## config.mk

```make
export PLATFORM = sky130hd
export DESIGN_NAME = quadratic_probe_hash_set
export DESIGN_NICKNAME = d
export VERILOG_FILES = /design/src/sv/qphs_pkg.sv /design/src/sv/quadratic_probe_hash_set.sv
export SDC_FILE = /design/constraint.sdc
export NUM_CORES = 1
export LEC_CHECK = 0
export ABC_AREA = 0
export BUFFER_PORTS_ARGS = -buffer_cell sky130_fd_sc_hd__clkbuf_2
export CAP_MARGIN = 20
export CORE_MARGIN = 8
export CORE_UTILIZATION = 60
export DETAILED_ROUTE_END_ITERATION = 16
export MAX_ROUTING_LAYER = met4
export PLACE_DENSITY = 0.77
export SYNTH_ARGS = -nofsm -noshare
export SYNTH_HDL_FRONTEND = slang
export SYNTH_SLANG_ARGS = --single-unit
```

## constraint.sdc

```tcl
create_clock -name clk -period 9.6 [get_ports clk]
set_clock_uncertainty 0.05 [all_clocks]
set_input_delay 0.96 -clock clk [delete_from_list [all_inputs] [get_ports clk]]
set_output_delay 0.96 -clock clk [all_outputs]
set_load 0.1 [all_outputs]
```

## src/sv/qphs_pkg.sv

```systemverilog
package qphs_pkg;

    // table geometry
    localparam int TABLE_SLOTS   = 16;
    localparam int SLOT_W        = $clog2(TABLE_SLOTS);
    localparam int SLOT_SUM_W    = SLOT_W + 1;
    localparam int KEY_W         = 31;
    localparam int SLOT_FIELD_W  = 4;

    localparam logic [SLOT_SUM_W-1:0] SLOTS_SUM = SLOT_SUM_W'(TABLE_SLOTS);
    localparam logic [SLOT_SUM_W-1:0] ODD_STEP  = SLOT_SUM_W'(2);
    localparam logic [SLOT_W-1:0]     ODD_FIRST = SLOT_W'(1);
    localparam logic [SLOT_W-1:0]     LAST_STEP = SLOT_W'(TABLE_SLOTS - 1);

    // request codes
    localparam logic [1:0] REQ_INSERT = 2'd0;
    localparam logic [1:0] REQ_DELETE = 2'd1;
    localparam logic [1:0] REQ_SEARCH = 2'd2;

    // result status codes
    localparam logic STATUS_OK   = 1'b0;
    localparam logic STATUS_FAIL = 1'b1;

    typedef struct packed {
        logic [1:0]       req_type;
        logic [KEY_W-1:0] key;
    } req_t;

    typedef struct packed {
        logic                    status;
        logic [SLOT_FIELD_W-1:0] slot;
    } rsp_t;

    typedef enum logic {
        STATE_IDLE,
        STATE_PROBE
    } state_t;

endpackage

```

## src/sv/quadratic_probe_hash_set.sv

```systemverilog
// channel | direction | handshake            | beat
// --------+-----------+----------------------+------------------------------
// req     | in        | req_valid/req_stall  | req_type, key
// rsp     | out       | rsp_valid/rsp_stall  | status, slot
//
// a request is captured in the idle state and then probes up to TABLE_SLOTS
// slots in the probe state; the shared probe adder and key compare visit one
// slot per cycle, and no new request is taken until the chain ends
// reset clears the used bits and the control state; stored keys are not reset
// a stalled result sits in the output register while the next request runs;
// a probe that finishes while that register is still full waits in place
module quadratic_probe_hash_set
    import qphs_pkg::*;
(
    input  logic clk,
    input  logic rst_n,
    input  logic req_valid,
    output logic req_stall,
    input  req_t req,
    output logic rsp_valid,
    input  logic rsp_stall,
    output rsp_t rsp
);

    // sequencer
    state_t state_reg;
    state_t state_next;

    // request held for the whole probe chain
    logic [1:0]       op_reg;
    logic [KEY_W-1:0] key_reg;

    // probe position, odd increment (2i+1 mod slots) and probe count
    logic [SLOT_W-1:0] pos_reg;
    logic [SLOT_W-1:0] pos_next;
    logic [SLOT_W-1:0] odd_reg;
    logic [SLOT_W-1:0] odd_next;
    logic [SLOT_W-1:0] step_reg;
    logic [SLOT_W-1:0] step_next;

    // table storage
    logic [KEY_W-1:0]       slot_key_reg [TABLE_SLOTS];
    logic [TABLE_SLOTS-1:0] slot_used_reg;

    // output register
    logic rsp_valid_reg;
    logic rsp_valid_next;
    rsp_t rsp_reg;
    rsp_t rsp_next;

    // probe decision
    logic              hit_used;
    logic              hit_match;
    logic              last_probe;
    logic              finish;
    logic              fin_status;
    logic              out_free;
    logic              finish_go;
    logic              key_we;
    logic              used_set;
    logic              used_clr;
    logic [SLOT_SUM_W-1:0] pos_sum;
    logic [SLOT_SUM_W-1:0] odd_sum;

    assign out_free  = !rsp_valid_reg || !rsp_stall;
    assign req_stall = (state_reg != STATE_IDLE);
    assign rsp_valid = rsp_valid_reg;
    assign rsp       = rsp_reg;

    // shared probe unit: one slot read and one key compare per cycle
    assign hit_used   = slot_used_reg[pos_reg];
    assign hit_match  = (slot_key_reg[pos_reg] == key_reg);
    assign last_probe = (step_reg == LAST_STEP);

    // next probe position (pos + odd) and next odd increment (odd + 2), each mod slots with one compare and subtract
    always_comb
    begin
        pos_sum = {1'b0, pos_reg} + {1'b0, odd_reg};
        if (pos_sum >= SLOTS_SUM)
        begin
            pos_sum = pos_sum - SLOTS_SUM;
        end
        odd_sum = {1'b0, odd_reg} + ODD_STEP;
        if (odd_sum >= SLOTS_SUM)
        begin
            odd_sum = odd_sum - SLOTS_SUM;
        end
    end

    // outputs of the sequencer: decide whether this probe ends the request
    always_comb
    begin
        finish     = 1'b0;
        fin_status = STATUS_FAIL;
        key_we     = 1'b0;
        used_set   = 1'b0;
        used_clr   = 1'b0;
        if (state_reg == STATE_PROBE)
        begin
            unique case (op_reg)
                REQ_INSERT:
                begin
                    if (!hit_used)
                    begin
                        // first free slot takes the key
                        finish     = 1'b1;
                        fin_status = STATUS_OK;
                        key_we     = 1'b1;
                        used_set   = 1'b1;
                    end
                    else if (last_probe)
                    begin
                        // table full along this chain
                        finish = 1'b1;
                    end
                end
                REQ_DELETE, REQ_SEARCH:
                begin
                    if (!hit_used)
                    begin
                        // free slot ends the chain, key absent
                        finish = 1'b1;
                    end
                    else if (hit_match)
                    begin
                        finish     = 1'b1;
                        fin_status = STATUS_OK;
                        used_clr   = (op_reg == REQ_DELETE);
                    end
                    else if (last_probe)
                    begin
                        finish = 1'b1;
                    end
                end
                default:
                begin
                    // unknown operation gives a failure beat at once
                    finish = 1'b1;
                end
            endcase
        end
    end

    assign finish_go = finish && out_free;

    // next state
    always_comb
    begin
        state_next = state_reg;
        unique case (state_reg)
            STATE_IDLE:
            begin
                if (req_valid)
                begin
                    state_next = STATE_PROBE;
                end
            end
            STATE_PROBE:
            begin
                if (finish_go)
                begin
                    state_next = STATE_IDLE;
                end
            end
            default:
            begin
                state_next = STATE_IDLE;
            end
        endcase
    end

    // probe datapath next values
    always_comb
    begin
        pos_next  = pos_reg;
        odd_next  = odd_reg;
        step_next = step_reg;
        if (state_reg == STATE_IDLE)
        begin
            pos_next  = SLOT_W'(req.key % TABLE_SLOTS);
            odd_next  = ODD_FIRST;
            step_next = '0;
        end
        else if (!finish)
        begin
            pos_next  = pos_sum[SLOT_W-1:0];
            odd_next  = odd_sum[SLOT_W-1:0];
            step_next = step_reg + SLOT_W'(1);
        end
    end

    // result beat
    always_comb
    begin
        rsp_next       = rsp_reg;
        rsp_valid_next = rsp_valid_reg && rsp_stall;
        if (finish_go)
        begin
            rsp_valid_next  = 1'b1;
            rsp_next.status = fin_status;
            rsp_next.slot   = (fin_status == STATUS_OK) ? SLOT_FIELD_W'(pos_reg) : '0;
        end
    end

    always_ff @(posedge clk or negedge rst_n)
    begin
        if (!rst_n)
        begin
            state_reg     <= STATE_IDLE;
            rsp_valid_reg <= 1'b0;
            slot_used_reg <= '0;
        end
        else
        begin
            state_reg     <= state_next;
            rsp_valid_reg <= rsp_valid_next;
            if (finish_go && used_set)
            begin
                slot_used_reg[pos_reg] <= 1'b1;
            end
            else if (finish_go && used_clr)
            begin
                slot_used_reg[pos_reg] <= 1'b0;
            end
        end
    end

    // payload registers, no reset
    always_ff @(posedge clk)
    begin
        pos_reg  <= pos_next;
        odd_reg  <= odd_next;
        step_reg <= step_next;
        rsp_reg  <= rsp_next;
        if (state_reg == STATE_IDLE)
        begin
            op_reg  <= req.req_type;
            key_reg <= req.key;
        end
        if (finish_go && key_we)
        begin
            slot_key_reg[pos_reg] <= key_reg;
        end
    end

    // a new result beat only follows a probe cycle
    assert property (@(posedge clk) disable iff (!rst_n)
        $rose(rsp_valid) |-> $past(state_reg == STATE_PROBE))
        else $error("result beat without a probe");

    // a stored key marks its slot used on the next cycle
    assert property (@(posedge clk) disable iff (!rst_n)
        (finish_go && used_set) |=> slot_used_reg[$past(pos_reg)])
        else $error("inserted slot not marked used");

    // failure beats carry slot zero
    assert property (@(posedge clk) disable iff (!rst_n)
        (rsp_valid && rsp.status == STATUS_FAIL) |-> (rsp.slot == '0))
        else $error("failure beat with nonzero slot");

    // a probe never runs past the last step without finishing
    assert property (@(posedge clk) disable iff (!rst_n)
        (state_reg == STATE_PROBE && last_probe && !finish_go) |=>
            (state_reg == STATE_PROBE && last_probe))
        else $error("probe chain ran past the last slot");

endmodule

```

Yosys cells after proc, flatten, opt, wreduce, memory -nomap -nowiden
Memories as Yosys holds them, arrays and structs flattened. A register that Yosys moved wholly into a read port is not among the register bits.
Index checks and enable logic that the tools add are counted.
{ "totals": {"reg_bits": 68, "memories": 1, "ramBits": 496, "in_bits": 37, "elab_cells": 75, "out_inout_bits": 7} }
{ "memory_table": {"columns": ["memory", "depth", "word_bits", "read_ports", "rd_ports_with_merged_regs", "wr", "line", "rtl"], "rows": [
  ["slot_key_reg", 16, 31, 1, 1, 1, "quadratic_probe_hash_set.sv:42", "logic [KEY_W-1:0] slot_key_reg [TABLE_SLOTS];"]
]} }
{ "op_classes": {"n_mux": 35, "magnitude_cmp": 4, "bitwise": 4, "n_addsub": 5, "reduce_logical": 11, "eq_ne": 5} }
{ "ops": {"columns": ["cell", "n"], "rows": [
  ["16-bit 2-to-1 mux", 2],
  ["31-bit equality test", 1],
  ["1-bit 2-to-1 mux", 23],
  ["4-bit 2-to-1 mux", 5],
  ["16-bit bitwise AND", 1],
  ["16-bit NOT", 1],
  ["16-bit OR", 1],
  ["5-bit greater-or-equal comparator, second input constant", 2],
  ["4-bit by 1-bit subtractor with 4-bit output, second input constant", 2],
  ["1-bit one-hot mux with 2 select lines", 3],
  ["4-bit by 2-bit adder with 5-bit output, second input constant", 1],
  ["4-bit by 4-bit adder with 5-bit output", 1],
  ["1-bit logical AND", 5],
  ["4-bit by 5-bit less-than comparator with 1-bit output, second input constant", 1],
  ["4-bit by 1-bit adder with 4-bit output, second input constant", 1],
  ["1-bit binary-select mux with 4-bit select", 1],
  ["1-bit demux with 4-bit select", 1],
  ["4-bit equality test, second input constant", 1],
  ["4-bit by 1-bit greater-or-equal comparator with 1-bit output, second input constant", 1],
  ["2-bit by 1-bit equality test with 1-bit output, second input constant", 1],
  ["2-bit equality test, second input constant", 1],
  ["1-bit logical NOT", 2],
  ["2-bit logical NOT", 1],
  ["2-bit inequality test, second input constant", 1],
  ["other kinds (4)", 4]
]} }

Logic depth before layout (Yosys ltp)
{ "depth": {"word_depth": 10, "ltp_mapped": 15, "ltp_nobuf": 9} }

Worst setup path after synthesis
OpenSTA, ideal clock, no wires.
{ "synth_path": {"path_kind": "reg2reg", "startpoint": "register pos_reg[0]", "endpoint": "memory slot_key_reg[8][0], enable pin", "period_less_slack_ps": 4935, "slack_ps": 4665, "arrival_ps": 4425, "stages_incl_launch_ff": 8, "required_ps": 9090, "setup_time_ps": 460, "path_cell_list": "edfxtp_1 > clkbuf_1 > mux4_2 > mux4_2 > inv_1 > and3_1 > nand3_1 > nor3_1"} }
{ "synth_between": {"elab_chain_cells": 9, "word_cells_on_any_way": 13, "cone_classes": "mux: 11; reduce/logical: 2"} }
{ "synth_rtl": {"columns": ["element", "line", "rtl"], "rows": [
  ["start, declared", "quadratic_probe_hash_set.sv:34", "logic [SLOT_W-1:0] pos_reg;"],
  ["start signal, assigned", "quadratic_probe_hash_set.sv:231", "pos_reg <= pos_next;"],
  ["1-bit binary-select mux with 4-bit select", "quadratic_probe_hash_set.sv:71", "assign hit_used = slot_used_reg[pos_reg];"],
  ["1-bit 2-to-1 mux (not written as such)", "quadratic_probe_hash_set.sv:71", null],
  ["1-bit 2-to-1 mux, on equally long branches", "quadratic_probe_hash_set.sv:119, quadratic_probe_hash_set.sv:103", null],
  ["1-bit one-hot mux with 2 select lines", "quadratic_probe_hash_set.sv:100", "unique case (op_reg)"],
  ["1-bit 2-to-1 mux", "quadratic_probe_hash_set.sv:98", "if (state_reg == STATE_PROBE)"],
  ["1-bit logical AND", "quadratic_probe_hash_set.sv:144", "assign finish_go = finish && out_free;"],
  ["1-bit logical AND", "quadratic_probe_hash_set.sv:240", "if (finish_go && key_we)"],
  ["1-bit 2-to-1 mux", "quadratic_probe_hash_set.sv:240", null],
  ["1-bit 2-to-1 mux (not written as such)", "quadratic_probe_hash_set.sv:242", "slot_key_reg[pos_reg] <= key_reg;"],
  ["end, declared", "quadratic_probe_hash_set.sv:42", null]
]} }
Parallel ways exist; a longest one is shown, timed or not. The select of a mux whose other input is x is not followed.

==> metrics.md <==
| Metric | Value |
|---|---|
| Outcome | complete, no violations |
| Global-route wire length before repair | 72420 um |
| WL per Instance | 27.37 um |
| Clock period minus worst slack | 5.107 ns |
| Largest net degree at the start of global routing | 50 |
| Arr. time, crit path | 5.54 ns |
| Hold slack final | 0.2693 ns |
| GRT Util Overall | 0.2271 |
| Final setup TNS | 0 ns |
| Initial antenna violation count | 0 |
| Vias | 11380 |
| Max reg flops | 496 |
| Gpl congestion | 0.8006 |
| Effective utilization at floorplan | 0.6034 |
| Drt total wl | 48230 um |
| Clock Path Buffers | 3 |
| Cells after Synth | 1170 |
| Grt ovf | 0 |
| Ys async rst share | 0.03175 |
| Worst hold path class | input port to asynchronous set/reset pin |
| Setup violators final | 0 |
| Synth-to-Final Area Change | 11.33% |
| Initial DRC Count | 1285 |
| Area occupied by multi-input gates | 5456 um^2 |
| Count leader, synth | edfxtp_1 |
| DP HPWL | 26380 um |
| CTS buffer count | 55 |
| Layout cells sized above 1 | 0.2011 |
| Worst Path Required | 10.04 ns |
| Cell leakage power | 8.588 nW |
| CTS clk-pin slew, worst paths | 0.06 ns |
| Area of the core | 37310 um^2 |
| Synth Warn # | 0 |
| DRC Markers | 0 |
| Seq/Total Area, Yosys | 0.7474 |
| CTS tree | yes |
| Crit start category | flop |
| Mux cell area share after synthesis | 0.1377 |
| Maximum vdd drop | 0.0003883 V |
| Post-route ant nets | 0 |
| Post-Synth XOR/XNOR Area | 0.02334 |
| Clock Latency Late Sink | 0.61 ns |
| Die X | 209.7 um |
| Area leader, netlist | edfxtp_1 |
| Synth Area in Adders | 0.004780 |
| RSZ-0062 raised after global routing | false |
| Complex-gate fraction of the synthesized area | 0.04018 |
| Register Area | 16840 um^2 |
| Top-area cell type share of the netlist area | 0.7176 |
| CTS Hold Buffers Added | 0 |
| Top cells by count, synth | 538 x edfxtp_1, 132 x mux2i_1, 75 x mux4_2 |
| PortBufs | 43 |
| Die area | 43980 um^2 |
| Largest family of logic cells by synthesized area | multiplexers |
| Netlist Area Pre-Place | 22510 um^2 |
| Fin. max-slew vios | 0 |
| Vias in the first global route | 11650 |
| Synth Area in Simple Gates | 0.03123 |
| Nets | 1289 |
| Post-CTS setup buffer count | 0 |
| Yosys reg bits | 567 |
| Max Cap Viol | 0 |
| EDFF count, synth | 538 |
| Syn Area/Cell | 19.24 um^2 |
| Row count | 71 |
| Ys flop type | edfxtp_1 |
| Final period utilization | 0.5320 |
| H-tree depth | 2 |
| Crit-path max FO | 48 |
| Clock root cell | clkbuf_16 |
| Crit Path Category | flop to flop |
| Vias per cell | 6.459 |
| Power density cells | 304.9 nW/um^2 |
| Die Ht | 209.7 um |
| CP Capture Type | flop |
| Highest Clock Rate | 195.8 MHz |
| Total power | 0.007641 W |
| Diodes inserted | 0 |
| Worst Tran Pin Value | 1.101 ns |
| Fill count | 2378 |
| Cts repair resizes | 0 |
| First drt pass iteration count | 6 |
| Rel. slew slack | 0.2622 |
| Fin. Hold Viols | 0 |
| Syn Nets | 1215 |
| Clock sinks | 567 |
| Post-synth cell types | 52 |
| Top post-synthesis cells by area | edfxtp_1 72%, mux4_2 7.5%, mux2i_1 5.9% |
| IO Count | 44 |
[kinds of logic (layout without fill, tap and decap cells)]
kind of cell	Yosys count	count (layout)
AOI/OAI and AO/OA	119	119
xor gates and xnor gates	60	60
adders and majority gates	8	8
buffers and inverters	66	184
DFF	567	567
muxes	215	215
and+or+nand+nor	135	135
[where the power goes]
part / internal, W / total [W] / switching (W)
Sequential: 0.00309 / 0.00350 / 0.000415
Combinational: 0.000922 / 0.00210 / 0.00117
Clock: 0.00116 / 0.00204 / 0.000881
[per-stage QoR]
| stage | utilization | instances | setup WS [ns] | cell area [um^2] |
|---|---|---|---|---|
| finish | 0.6718 | 1762 | 4.493 | 25060 |
| global route | 0.6718 | 1762 | 4.165 | 25060 |
| CTS | 0.6718 | 1762 | 4.437 | 25060 |
| detailed placement | 0.6260 | 1661 | 4.483 | 23360 |
| global placement | 0.6260 | 1661 | 4.569 | 23360 |
| floorplan | - | 1170 | 4.665 | 22510 |
[layer usage]
layer  track usage  wire, um
met1        0.2969     19570
met2        0.3628     23910
met3       0.03595      3446
met4       0.08141      1298
met5             -         0
[final timing paths]
check / start / end / slack (ns) / cells past startpoint
worst max-delay path: flop / flop / 4.49 / 11
worst min-delay path: rst_n / asynchronous set/reset pin / 0.27 / 1
worst max register to register: flop / flop / 4.49 / 11
worst min register to register: flop / flop / 0.42 / 1
max in group asynchronous: rst_n / asynchronous set/reset pin / 8.90 / 1
min in group clk: flop / flop / 0.42 / 1
[final cells by class]
type / count / share of cell area
Clock buffer: 69 / 0.05866
Multi-Input combinational cell: 537 / 0.2177
Clock inverter: 32 / 0.009435
Tap cell: 474 / 0.02366
Timing Repair Buffer: 70 / 0.01667
Sequential cell: 567 / 0.6719
Inverter: 13 / 0.001947
[worst max-delay path: stages (launching register included)]
cell and delay, ns:
dfxtp_4 0.77, buf_4 0.77, nor2b_1 0.13, buf_4 0.23
a22o_1 0.22, a221oi_1 0.27, xnor2_1 0.16, o211ai_1 0.16
or4b_4 0.63, o41ai_4 0.87, nand2_2 0.29, mux2_1 0.37
[layout by cell type, fill, tap and decap left out, types with 15 or more instances in the layout]
cell type and instances:
clkbuf_16 56, a21oi_1 19, clkinv_1 15, nor2_1 18
a22oi_1 20, a221oi_1 18, mux4_2 75, nand3_1 29
xor2_1 26, xnor2_1 34, dfrtp_1 18, edfxtp_1 538
clkbuf_2 43, a21o_1 19, mux2i_1 132, nand2_1 22
a22o_1 16, buf_4 27
(Power assumes the default switching activity.)
